==> src/rtl/zipt_pkg.sv <==
// Package: widths, codes, control word and microprogram of the zoned PID throttle.
package zipt_pkg;

  localparam int SUM_W     = 32;
  localparam int IN_W      = 16;
  localparam int ERR_W     = IN_W + 1;
  localparam int MAG_IN_W  = IN_W;
  localparam int DIFF_W    = ERR_W + 1;
  localparam int GAIN_W    = 24;
  localparam int CHUNK_W   = 24;
  localparam int MAG_W     = 2 * CHUNK_W;
  localparam int MUL_W     = CHUNK_W + 1;
  localparam int PROD_W    = 2 * MUL_W;
  localparam int I_SAT_SH  = 50;
  localparam int IP_W      = I_SAT_SH + 1;
  localparam int HI_OK_W   = I_SAT_SH - CHUNK_W;
  localparam int ACC_W     = IP_W + 2;
  localparam int FRAC_W    = 16;
  localparam int FLR_W     = ACC_W - FRAC_W;
  localparam int T_W       = FLR_W + 1;
  localparam int THR_W     = 16;
  localparam int PWM_W     = 16;
  localparam int SCL_W     = 10;
  localparam int SPROD_W   = THR_W + SCL_W;
  localparam int SROUND_W  = SPROD_W + 1;
  localparam int SCALED_W  = SROUND_W - FRAC_W;
  localparam int STEP_W    = 4;
  localparam int CFG_IDX_W = 3;
  localparam int CFG_DAT_W = 24;

  localparam logic [MAG_IN_W-1:0] COARSE_LSB = MAG_IN_W'(77);
  localparam logic [MAG_IN_W-1:0] FINE_LSB   = MAG_IN_W'(26);
  localparam logic [IP_W-1:0]     I_SAT      = IP_W'(1) << I_SAT_SH;
  localparam logic [SCL_W-1:0]    PWM_SCALE  = SCL_W'(1000);
  localparam logic [SROUND_W-1:0] PWM_ROUND  = SROUND_W'(65535);

  localparam logic signed [SUM_W-1:0] SUM_MAX = {1'b0, {(SUM_W-1){1'b1}}};
  localparam logic signed [SUM_W-1:0] SUM_MIN = {1'b1, {(SUM_W-1){1'b0}}};

  localparam logic [15:0] RST_TARGET   = 16'd1024;
  localparam logic [23:0] RST_GAIN_P   = 24'd83886;
  localparam logic [23:0] RST_GAIN_I   = 24'd0;
  localparam logic [23:0] RST_GAIN_D   = 24'd0;
  localparam logic [23:0] RST_GAIN_F   = 24'd8389;
  localparam logic [15:0] RST_THR_MIN  = 16'd5898;
  localparam logic [15:0] RST_THR_MAX  = 16'd52429;
  localparam logic [15:0] RST_PWM_BASE = 16'd18900;

  typedef enum logic [CFG_IDX_W-1:0] {
    REG_TARGET, REG_GAIN_P, REG_GAIN_I, REG_GAIN_D,
    REG_GAIN_F, REG_THR_MIN, REG_THR_MAX, REG_PWM_BASE
  } reg_idx_t;

  typedef enum logic [1:0] {ZONE_HOLD, ZONE_FINE, ZONE_COARSE} zone_t;

  typedef enum logic [1:0] {A_ERR, A_DIFF, A_SUM_LO, A_SUM_HI} a_sel_t;
  typedef enum logic [1:0] {B_ZONE, B_GD, B_GI} b_sel_t;
  typedef enum logic [2:0] {
    OP_NONE, OP_ACC_LOAD, OP_ACC_ADD, OP_IP_LOAD, OP_IP_SAT, OP_ACC_ADD_IP, OP_THR, OP_OUT
  } op_t;
  typedef enum logic [1:0] {J_NEXT, J_ZONE, J_GOTO, J_END} jmp_t;

  typedef struct packed {
    a_sel_t            a_sel;
    b_sel_t            b_sel;
    op_t               op;
    jmp_t              jmp;
    logic              sum_upd;
    logic [STEP_W-1:0] tgt;
  } ctrl_t;

  typedef struct packed {
    logic  start;
    zone_t zone;
    logic  out_full;
  } seq_stat_t;

  localparam logic [STEP_W-1:0] ST_FINE = STEP_W'(6);
  localparam logic [STEP_W-1:0] ST_FIN  = STEP_W'(7);
  localparam logic [STEP_W-1:0] ST_OUT  = STEP_W'(8);

  function automatic ctrl_t ucode(input logic [STEP_W-1:0] s);
    ctrl_t c;
    c = '{a_sel: A_ERR, b_sel: B_ZONE, op: OP_NONE, jmp: J_NEXT, sum_upd: 1'b0, tgt: '0};
    case (s)
      4'd0: begin
        c.jmp = J_ZONE;
      end
      4'd1: begin
        c.a_sel = A_DIFF;
        c.b_sel = B_GD;
        c.op    = OP_ACC_LOAD;
      end
      4'd2: begin
        c.a_sel = A_SUM_LO;
        c.b_sel = B_GI;
        c.op    = OP_ACC_ADD;
      end
      4'd3: begin
        c.a_sel = A_SUM_HI;
        c.b_sel = B_GI;
        c.op    = OP_IP_LOAD;
      end
      4'd4: begin
        c.op = OP_IP_SAT;
      end
      4'd5: begin
        c.op  = OP_ACC_ADD_IP;
        c.jmp = J_GOTO;
        c.tgt = ST_FIN;
      end
      4'd6: begin
        c.op      = OP_ACC_LOAD;
        c.sum_upd = 1'b1;
      end
      4'd7: begin
        c.op = OP_THR;
      end
      4'd8: begin
        c.op  = OP_OUT;
        c.jmp = J_END;
      end
      default: begin
        c.jmp = J_GOTO;
        c.tgt = ST_OUT;
      end
    endcase
    return c;
  endfunction

endpackage

==> src/rtl/zipt_seq.sv <==
// Microprogram sequencer: step counter, control ROM and jump logic.
module zipt_seq (
  input  logic                clk,
  input  logic                rst_n,
  input  zipt_pkg::seq_stat_t stat,
  output zipt_pkg::ctrl_t     ctrl,
  output logic                busy
);

  logic                        busy_r, busy_nxt;
  logic [zipt_pkg::STEP_W-1:0] step_r, step_nxt;

  assign ctrl = zipt_pkg::ucode(step_r);
  assign busy = busy_r;

  always_comb begin
    busy_nxt = busy_r;
    step_nxt = step_r;
    if (!busy_r) begin
      if (stat.start) begin
        busy_nxt = 1'b1;
        step_nxt = '0;
      end
    end else begin
      case (ctrl.jmp)
        zipt_pkg::J_NEXT: step_nxt = step_r + 1'b1;
        zipt_pkg::J_GOTO: step_nxt = ctrl.tgt;
        zipt_pkg::J_ZONE: begin
          case (stat.zone)
            zipt_pkg::ZONE_HOLD: step_nxt = zipt_pkg::ST_FIN;
            zipt_pkg::ZONE_FINE: step_nxt = zipt_pkg::ST_FINE;
            default:             step_nxt = step_r + 1'b1;
          endcase
        end
        zipt_pkg::J_END: begin
          if (!stat.out_full) busy_nxt = 1'b0;
        end
        default: busy_nxt = 1'b0;
      endcase
    end
  end

  always_ff @(posedge clk) begin
    if (!rst_n) begin
      busy_r <= 1'b0;
      step_r <= '0;
    end else begin
      busy_r <= busy_nxt;
      step_r <= step_nxt;
    end
  end

endmodule

==> src/rtl/zoned_incremental_pid_throttle_top.sv <==
// Top level: zoned incremental PID throttle with shared multiplier datapath.
// Coarse-zone samples run the whole microprogram; fine-zone samples jump to the fine step and
// hold-zone samples to the throttle step. A sample is taken only while the microprogram is idle,
// and its steps share the single 25x25 multiplier.
// A new sample is taken while a finished result waits in the output register.
// Reset (rst_n low, synchronous) loads register defaults and zeroes throttle, error and sum.
module zoned_incremental_pid_throttle_top (
  input  logic        clk,
  input  logic        rst_n,
  input  logic        in_tvalid,
  output logic        in_tready,
  input  logic [15:0] in_tdata,   // [15:0] measured_freq
  output logic        out_tvalid,
  input  logic        out_tready,
  output logic [39:0] out_tdata,  // [15:0] pwm_compare, [31:16] throttle_level, [33:32] zone
  input  logic        cfg_valid,
  output logic        cfg_ready,
  input  logic [2:0]  cfg_index,
  input  logic [23:0] cfg_data
);

  localparam int SW = zipt_pkg::SUM_W;

  logic [15:0] target_r, throttle_min_r, throttle_max_r, pwm_base_r;
  logic [23:0] gain_p_r, gain_i_r, gain_d_r, gain_fine_r;

  logic [zipt_pkg::THR_W-1:0]          thr_state_r;
  logic signed [zipt_pkg::ERR_W-1:0]   prev_err_r, err_r;
  logic signed [SW-1:0]                err_sum_r;
  zipt_pkg::zone_t                     zone_r;
  logic signed [zipt_pkg::PROD_W-1:0]  prod_r;
  logic signed [zipt_pkg::ACC_W-1:0]   acc_r;
  logic [zipt_pkg::IP_W-1:0]           ip_r;
  logic                                out_valid_r;
  logic [zipt_pkg::PWM_W-1:0]          out_pwm_r;
  logic [zipt_pkg::THR_W-1:0]          out_thr_r;
  zipt_pkg::zone_t                     out_zone_r;

  zipt_pkg::ctrl_t     ctrl;
  zipt_pkg::seq_stat_t stat;
  logic                busy;
  logic                in_xfer, out_full, en, out_fire;

  logic signed [zipt_pkg::ERR_W-1:0]    err_in;
  logic [zipt_pkg::MAG_IN_W-1:0]        mag_in;
  zipt_pkg::zone_t                      zone_in;
  logic signed [zipt_pkg::DIFF_W-1:0]   diff;
  logic                                 sum_neg;
  logic [SW-1:0]                        sum_mag;
  logic [zipt_pkg::MAG_W-1:0]           mag_ext;
  logic signed [zipt_pkg::MUL_W-1:0]    mul_a, mul_b;
  logic [zipt_pkg::GAIN_W-1:0]          gain_sel;
  logic signed [zipt_pkg::PROD_W-1:0]   prod_nxt;
  logic [zipt_pkg::IP_W-1:0]            ip_sum, ip_nxt;
  logic signed [zipt_pkg::ACC_W-1:0]    ip_s;
  logic signed [zipt_pkg::FLR_W-1:0]    flr;
  logic signed [zipt_pkg::T_W-1:0]      t_raw, t_max, t_min, t_clamp;
  logic signed [SW:0]                   sum_add;
  logic signed [SW-1:0]                 sum_nxt;
  logic [zipt_pkg::SPROD_W-1:0]         sprod;
  logic [zipt_pkg::SROUND_W-1:0]        sround;
  logic [zipt_pkg::PWM_W-1:0]           scaled, pwm_nxt;

  assign cfg_ready  = 1'b1;
  assign in_tready  = !busy;
  assign in_xfer    = in_tvalid && in_tready;
  assign out_full   = out_valid_r && !out_tready;
  assign en         = busy;
  assign out_fire   = en && (ctrl.op == zipt_pkg::OP_OUT) && !out_full;
  assign out_tvalid = out_valid_r;
  assign out_tdata  = {6'b0, out_zone_r, out_thr_r, out_pwm_r};

  assign stat = '{start: in_xfer, zone: zone_r, out_full: out_full};

  zipt_seq u_seq (
    .clk  (clk),
    .rst_n(rst_n),
    .stat (stat),
    .ctrl (ctrl),
    .busy (busy)
  );

  always_comb begin
    err_in = $signed({1'b0, target_r}) - $signed({1'b0, in_tdata});
    mag_in = err_in[zipt_pkg::ERR_W-1] ? zipt_pkg::MAG_IN_W'(-err_in)
                                       : err_in[zipt_pkg::MAG_IN_W-1:0];
    if (mag_in >= zipt_pkg::COARSE_LSB) zone_in = zipt_pkg::ZONE_COARSE;
    else if (mag_in >= zipt_pkg::FINE_LSB) zone_in = zipt_pkg::ZONE_FINE;
    else zone_in = zipt_pkg::ZONE_HOLD;
  end

  always_comb begin
    diff    = zipt_pkg::DIFF_W'(err_r) - zipt_pkg::DIFF_W'(prev_err_r);
    sum_neg = err_sum_r[SW-1];
    sum_mag = sum_neg ? SW'(~err_sum_r + 1'b1) : SW'(err_sum_r);
    mag_ext = zipt_pkg::MAG_W'(sum_mag);
    case (ctrl.a_sel)
      zipt_pkg::A_ERR:    mul_a = zipt_pkg::MUL_W'(err_r);
      zipt_pkg::A_DIFF:   mul_a = zipt_pkg::MUL_W'(diff);
      zipt_pkg::A_SUM_LO: mul_a = $signed({1'b0, mag_ext[zipt_pkg::CHUNK_W-1:0]});
      zipt_pkg::A_SUM_HI: mul_a = $signed({1'b0, mag_ext[zipt_pkg::MAG_W-1:zipt_pkg::CHUNK_W]});
      default:            mul_a = '0;
    endcase
    case (ctrl.b_sel)
      zipt_pkg::B_ZONE: gain_sel = (zone_r == zipt_pkg::ZONE_FINE) ? gain_fine_r : gain_p_r;
      zipt_pkg::B_GD:   gain_sel = gain_d_r;
      zipt_pkg::B_GI:   gain_sel = gain_i_r;
      default:          gain_sel = '0;
    endcase
    mul_b    = $signed({1'b0, gain_sel});
    prod_nxt = mul_a * mul_b;
  end

  always_comb begin
    ip_sum = ip_r + (zipt_pkg::IP_W'(prod_r[zipt_pkg::HI_OK_W-1:0]) << zipt_pkg::CHUNK_W);
    if (|prod_r[zipt_pkg::PROD_W-1:zipt_pkg::HI_OK_W]) ip_nxt = zipt_pkg::I_SAT;
    else if (ip_sum > zipt_pkg::I_SAT) ip_nxt = zipt_pkg::I_SAT;
    else ip_nxt = ip_sum;
    ip_s = $signed(zipt_pkg::ACC_W'(ip_r));
  end

  always_comb begin
    flr     = $signed(acc_r[zipt_pkg::ACC_W-1:zipt_pkg::FRAC_W]);
    t_raw   = zipt_pkg::T_W'($signed({1'b0, thr_state_r})) + zipt_pkg::T_W'(flr);
    t_max   = zipt_pkg::T_W'($signed({1'b0, throttle_max_r}));
    t_min   = zipt_pkg::T_W'($signed({1'b0, throttle_min_r}));
    if (t_raw > t_max) t_clamp = t_max;
    else if (t_raw < t_min) t_clamp = t_min;
    else t_clamp = t_raw;
  end

  always_comb begin
    sum_add = (SW+1)'(err_sum_r) + (SW+1)'(err_r);
    if (sum_add[SW] != sum_add[SW-1]) sum_nxt = sum_add[SW] ? zipt_pkg::SUM_MIN : zipt_pkg::SUM_MAX;
    else sum_nxt = sum_add[SW-1:0];
  end

  always_comb begin
    sprod   = zipt_pkg::SPROD_W'(thr_state_r) * zipt_pkg::SPROD_W'(zipt_pkg::PWM_SCALE);
    sround  = zipt_pkg::SROUND_W'(sprod) + zipt_pkg::PWM_ROUND;
    scaled  = zipt_pkg::PWM_W'(sround[zipt_pkg::SROUND_W-1:zipt_pkg::FRAC_W]);
    pwm_nxt = (scaled > pwm_base_r) ? '0 : pwm_base_r - scaled;
  end

  always_ff @(posedge clk) begin
    if (!rst_n) begin
      target_r       <= zipt_pkg::RST_TARGET;
      gain_p_r       <= zipt_pkg::RST_GAIN_P;
      gain_i_r       <= zipt_pkg::RST_GAIN_I;
      gain_d_r       <= zipt_pkg::RST_GAIN_D;
      gain_fine_r    <= zipt_pkg::RST_GAIN_F;
      throttle_min_r <= zipt_pkg::RST_THR_MIN;
      throttle_max_r <= zipt_pkg::RST_THR_MAX;
      pwm_base_r     <= zipt_pkg::RST_PWM_BASE;
    end else if (cfg_valid && cfg_ready) begin
      case (zipt_pkg::reg_idx_t'(cfg_index))
        zipt_pkg::REG_TARGET:   target_r       <= cfg_data[15:0];
        zipt_pkg::REG_GAIN_P:   gain_p_r       <= cfg_data;
        zipt_pkg::REG_GAIN_I:   gain_i_r       <= cfg_data;
        zipt_pkg::REG_GAIN_D:   gain_d_r       <= cfg_data;
        zipt_pkg::REG_GAIN_F:   gain_fine_r    <= cfg_data;
        zipt_pkg::REG_THR_MIN:  throttle_min_r <= cfg_data[15:0];
        zipt_pkg::REG_THR_MAX:  throttle_max_r <= cfg_data[15:0];
        zipt_pkg::REG_PWM_BASE: pwm_base_r     <= cfg_data[15:0];
        default: ;
      endcase
    end
  end

  always_ff @(posedge clk) begin
    if (!rst_n) begin
      thr_state_r <= '0;
      prev_err_r  <= '0;
      err_sum_r   <= '0;
      ip_r        <= '0;
      zone_r      <= zipt_pkg::ZONE_HOLD;
    end else begin
      if (in_xfer) zone_r <= zone_in;
      if (en && ctrl.sum_upd && zone_r == zipt_pkg::ZONE_FINE) err_sum_r <= sum_nxt;
      if (en && ctrl.op == zipt_pkg::OP_IP_LOAD) ip_r <= zipt_pkg::IP_W'($unsigned(prod_r));
      if (en && ctrl.op == zipt_pkg::OP_IP_SAT) ip_r <= ip_nxt;
      if (en && ctrl.op == zipt_pkg::OP_THR) begin
        thr_state_r <= t_clamp[zipt_pkg::THR_W-1:0];
        prev_err_r  <= err_r;
      end
    end
  end

  always_ff @(posedge clk) begin
    prod_r <= prod_nxt;
    if (in_xfer) begin
      err_r <= err_in;
      acc_r <= '0;
    end else if (en) begin
      case (ctrl.op)
        zipt_pkg::OP_ACC_LOAD:   acc_r <= zipt_pkg::ACC_W'(prod_r);
        zipt_pkg::OP_ACC_ADD:    acc_r <= acc_r + zipt_pkg::ACC_W'(prod_r);
        zipt_pkg::OP_ACC_ADD_IP: acc_r <= sum_neg ? acc_r - ip_s : acc_r + ip_s;
        default: ;
      endcase
    end
  end

  always_ff @(posedge clk) begin
    if (!rst_n) begin
      out_valid_r <= 1'b0;
    end else if (out_fire) begin
      out_valid_r <= 1'b1;
      out_pwm_r   <= pwm_nxt;
      out_thr_r   <= thr_state_r;
      out_zone_r  <= zone_r;
    end else if (out_tready) begin
      out_valid_r <= 1'b0;
    end
  end

  a_out_from_ucode: assert property (@(posedge clk) disable iff (!rst_n)
    $rose(out_valid_r) |-> $past(busy && ctrl.op == zipt_pkg::OP_OUT))
    else $error("result raised outside the output step");

  a_sum_fine_only: assert property (@(posedge clk) disable iff (!rst_n)
    ($past(rst_n) && err_sum_r != $past(err_sum_r))
      |-> $past(busy && ctrl.sum_upd && zone_r == zipt_pkg::ZONE_FINE))
    else $error("error sum changed outside the fine zone");

  a_ip_bound: assert property (@(posedge clk) disable iff (!rst_n)
    ip_r <= zipt_pkg::I_SAT)
    else $error("integral product above saturation limit");

  a_thr_in_range: assert property (@(posedge clk) disable iff (!rst_n)
    ($past(busy && ctrl.op == zipt_pkg::OP_THR) && throttle_min_r <= throttle_max_r)
      |-> (thr_state_r >= throttle_min_r && thr_state_r <= throttle_max_r))
    else $error("throttle outside clamp limits");

endmodule
==> config.mk <==
export PLATFORM = sky130hd
export DESIGN_NAME = zoned_incremental_pid_throttle_top
export DESIGN_NICKNAME = d
export VERILOG_FILES = /design/src/rtl/zipt_pkg.sv /design/src/rtl/zipt_seq.sv /design/src/rtl/zoned_incremental_pid_throttle_top.sv
export SDC_FILE = /design/constraint.sdc
export NUM_CORES = 2
export LEC_CHECK = 0
export ABC_CLOCK_PERIOD_IN_PS = 12100
export BUFFER_PORTS_ARGS = -buffer_cell sky130_fd_sc_hd__buf_2
export CORE_UTILIZATION = 61
export DETAILED_ROUTE_END_ITERATION = 8
export PLACE_DENSITY = 0.83
export SLEW_MARGIN = 10
export SYNTH_ARGS = -nofsm -noshare
export SYNTH_HDL_FRONTEND = slang
export SYNTH_SLANG_ARGS = --single-unit
==> constraint.sdc <==
create_clock -name clk -period 12.1 [get_ports clk]
set_input_delay 1.815 -clock clk [delete_from_list [all_inputs] [get_ports clk]]
set_output_delay 1.815 -clock clk [all_outputs]
set_load 0.01 [all_outputs]
==> reports/summary.txt <==
RUN STATUS
---------------------------------------------------------------------------------------
Outcome .................................................................. finished, final reports clean

SYNTHESIS
---------------------------------------------------------------------------------------
Mean cell area of the mapped netlist .....................................     8.21 µm²
Sequential-to-total area share from yosys stat ...........................        16.6%
Cell with the most instances after synthesis .............................      nand2_1
Mux contribution to synthesized area .....................................       0.926%
Share of flip-flops with an asynchronous set or reset ....................           0%
XOR/XNOR share of the synthesized area ...................................        5.32%
Yosys cell types .........................................................          103
Synth Area in Adders .....................................................        33.8%
Simple-gate portion of the synthesized area ..............................        17.3%
Number of enable flip-flop cells after synthesis .........................           51
Number of warnings issued by yosys .......................................            0
Share of the synthesized area in compound gates (AO/OA/AOI/OAI) ..........        17.5%
Cell Area, Synth .........................................................    55800 µm²
Cell accounting for the most synthesized area ............................         fa_1
Cells after Synth ........................................................         6796
Largest family of logic cells by synthesized area ........................  adder cells
Synthesis-stage register bit count .......................................          438
Most used flip-flop cell after synthesis .................................      dfxtp_1
Ranking of synthesized cells by area ..................................... fa_1 25%, dfxtp_1 14%, ha_1 9.2%
Proportion of netlist area held by the largest area contributor ..........        24.6%
Cell types with the highest counts after synthesis ....................... 984 x nand2_1, 931 x inv_1, 685 x fa_1

FINISH
---------------------------------------------------------------------------------------
Total area of multi-input combinational cells ............................    41900 µm²
Post-layout instance count excluding filler cells ........................         7930
Area delta synth->final ..................................................        5.74%
Fin area .................................................................    59000 µm²
Fraction of final layout cells with drive strength greater than 1 ........        5.44%
Fill cell count ..........................................................         7320
Net count of the finished layout .........................................         7852
Sequential cell area .....................................................     9280 µm²

WORST SETUP PATH
---------------------------------------------------------------------------------------
Highest net fanout along the worst path ..................................           23
Arrival time worst endpoint ..............................................     11.39 ns
Nature of the critical path startpoint ...................................         flop
Crit path max-delay family ...............................................  adder cells
Path type of the worst setup path ........................................   reg -> reg
Number of buffer and inverter instances along the worst setup path .......            6
Capturing element type of the critical path ..............................         flop
Required time reported for the critical path endpoint ....................     12.60 ns
Slowest-stage cell, CP ...................................................      xnor2_1
Crit path largest cell delay .............................................      0.77 ns

PLACE
---------------------------------------------------------------------------------------
Place WS .................................................................      1.37 ns
Cell area reported after detailed placement ..............................    57300 µm²
Gp weighted congestion ...................................................        0.966
HPWL after detailed placement ............................................       124 mm
Number of cells in the design after placement ............................         7833
Number of buffers added on ports .........................................           83

TIMING
---------------------------------------------------------------------------------------
Count of endpoints failing setup in the final report .....................            0
Relative max-transition margin ...........................................        18.8%
Maximum operating frequency ..............................................     91.9 MHz
Clk_skew .................................................................    0.0410 ns
Final Hold Violating Endpoints ...........................................            0
RSZ-0062 raised after global routing .....................................           no
Post-layout min period ...................................................     10.89 ns
Crit path setup slack, layout ............................................      1.21 ns
Final slew viol count ....................................................            0
Slew at the pin closest to its max-slew limit ............................      1.22 ns
Setup TNS ................................................................         0 ns
Share of the clock period used by the worst path .........................        90.0%

CLOCK TREE
---------------------------------------------------------------------------------------
Number of levels the H-tree was split into ...............................            2
Total of cells resized after clock tree synthesis ........................            0
Worst-path clk slew ......................................................      0.06 ns
Post-CTS Hold Fix Bufs ...................................................            0
Worst-skew pair later-pin latency ........................................      0.64 ns
Longest Clk Path Bufs ....................................................            3
Clock tree from TritonCTS ................................................         done
Clock Sinks ..............................................................          438
Setup repair bufs after CTS ..............................................            0
Clock tree root driver cell ..............................................    clkbuf_16
Number of clock buffers inserted by TritonCTS ............................           50

FLOORPLANNING
---------------------------------------------------------------------------------------
Row count ................................................................          110
Die Span X ...............................................................       304 µm
Initial core utilization .................................................        61.8%
Placeable core region ....................................................    90300 µm²
Area enclosed by the die boundary ........................................    92700 µm²
# IOs ....................................................................           91
Chip Height ..............................................................       304 µm

ROUTING
---------------------------------------------------------------------------------------
Length of the first detailed-routing pass in iterations ..................            7
Antenna-violating nets left ..............................................            0
WL per Instance ..........................................................      20.5 µm
Total number of vias .....................................................        49082
DRC violation count after routing ........................................            0
Wire length reported by the detailed router ..............................       163 mm
Number of violations reported at the end of detailed-routing iteration 0 .         4973
Detail-routed via count per cell .........................................         6.19

GRT
---------------------------------------------------------------------------------------
Total congestion overflow after global routing ...........................            0
Maximum number of pins on one net before global-route repair .............          100
Met3 global-route usage ..................................................        8.11%
Global-route total usage across every layer ..............................        35.0%
First-pass GRT wire length ...............................................       261 mm
Initial antenna violation count ..........................................            2
Global route hottest layer ...............................................         met2
Met1 routing resource usage after global routing .........................        45.5%
Number of global-route vias before repair ................................        48541
Global-route track usage on met2 .........................................        55.4%

HOLD PATH
---------------------------------------------------------------------------------------
Hold Crit Class ..........................................................   reg -> reg

RUN
---------------------------------------------------------------------------------------
Max-cap violations .......................................................            0

## layout make-up
cell class                      count  area share (%)
Antenna cell                        3          0.0127
Clock buffer                       60            2.31
Clock inverter                     33           0.587
Inverter                          932            5.93
Multi-Input combinational cell   5108            71.0
Sequential cell                   438            15.7
Tap cell                         1176            2.49
Timing Repair Buffer              180            1.94
## worst register-to-register path, delay by kind of cell, from the launching register on
family / cells / cell delay, ns
AO/OA/AOI/OAI: 15 / 3.78
XOR/XNOR: 3 / 1.16
adder cells (fa/ha/maj): 8 / 4.06
buffers and inverters: 6 / 0.88
flip-flops: 1 / 0.39
AND/OR/NAND/NOR: 4 / 0.51
## cell usage in the layout (no fill, tap or decap), types with 42 or more instances in the layout
cell type / count
o21a_1: 46
nor2b_1: 77
buf_2: 83
inv_1: 931
mux2i_1: 46
or3_1: 42
nand3_1: 137
xor2_1: 131
nand2b_1: 63
and2_1: 61
a21o_1: 109
nor2_1: 476
a21boi_0: 142
buf_4: 96
fa_1: 685
clkbuf_16: 52
nor3_1: 87
o21ai_0: 355
a21oi_1: 377
xnor2_1: 208
a211oi_1: 47
edfxtp_1: 51
dfxtp_1: 386
nand2_1: 983
ha_1: 409
## registers in the layout (all words and copies together), names as in the netlist, 17 cells and up
name / count
acc_r: 53
ip_r: 51
prod_r: 50
err_sum_r: 32
gain_d_r: 24
gain_fine_r: 24
gain_i_r: 24
gain_p_r: 24
err_r: 17
prev_err_r: 17
## per-layer routing
metal	routed length (µm)	part of all wire [%]	vias up
li1	-	-	22336
met1	63100	39	23563
met2	72500	45	2607
met3	18300	11	574
met4	8890	5.5	2
met5	12	0.0074	-
## final timing paths
| check | start | to | slack, ns | depth (start not counted) |
|---|---|---|---|---|
| max | prev_err_r[1]$_SDFFE_PN0P_ | prod_r[47]$_DFF_P_ | 1.21 | 36 |
| min | throttle_max_r[12]$_SDFFE_PN0P_ | throttle_max_r[12]$_SDFFE_PN0P_ | 0.47 | 2 |
| max reg2reg | prev_err_r[1]$_SDFFE_PN0P_ | prod_r[47]$_DFF_P_ | 1.21 | 36 |
| min reg2reg | throttle_max_r[12]$_SDFFE_PN0P_ | throttle_max_r[12]$_SDFFE_PN0P_ | 0.47 | 2 |
## cells by family (layout without fill, tap and decap cells)
logic type | after synthesis | after routing
multiplexers | 51 | 51
flip-flops | 438 | 438
AND/OR/NAND/NOR | 2127 | 2127
XOR/XNOR | 339 | 339
AO/OA/AOI/OAI | 1489 | 1489
other | 2 | 10
buffers and inverters | 1255 | 1205
adder cells (fa/ha/maj) | 1095 | 1095
## stage by stage
stage | util, % | hold slack [ns]
after global placement | 63.4 | 0.451
final | 65.3 | 0.466
after detailed placement | 63.4 | 0.454
after floorplan | - | 0.440
after global routing | 65.3 | 0.485
after CTS | 65.3 | 0.467
Power is left out: the tool's default activity adds up to more than one toggle a clock period on the data nets, which glitch-free logic cannot reach.
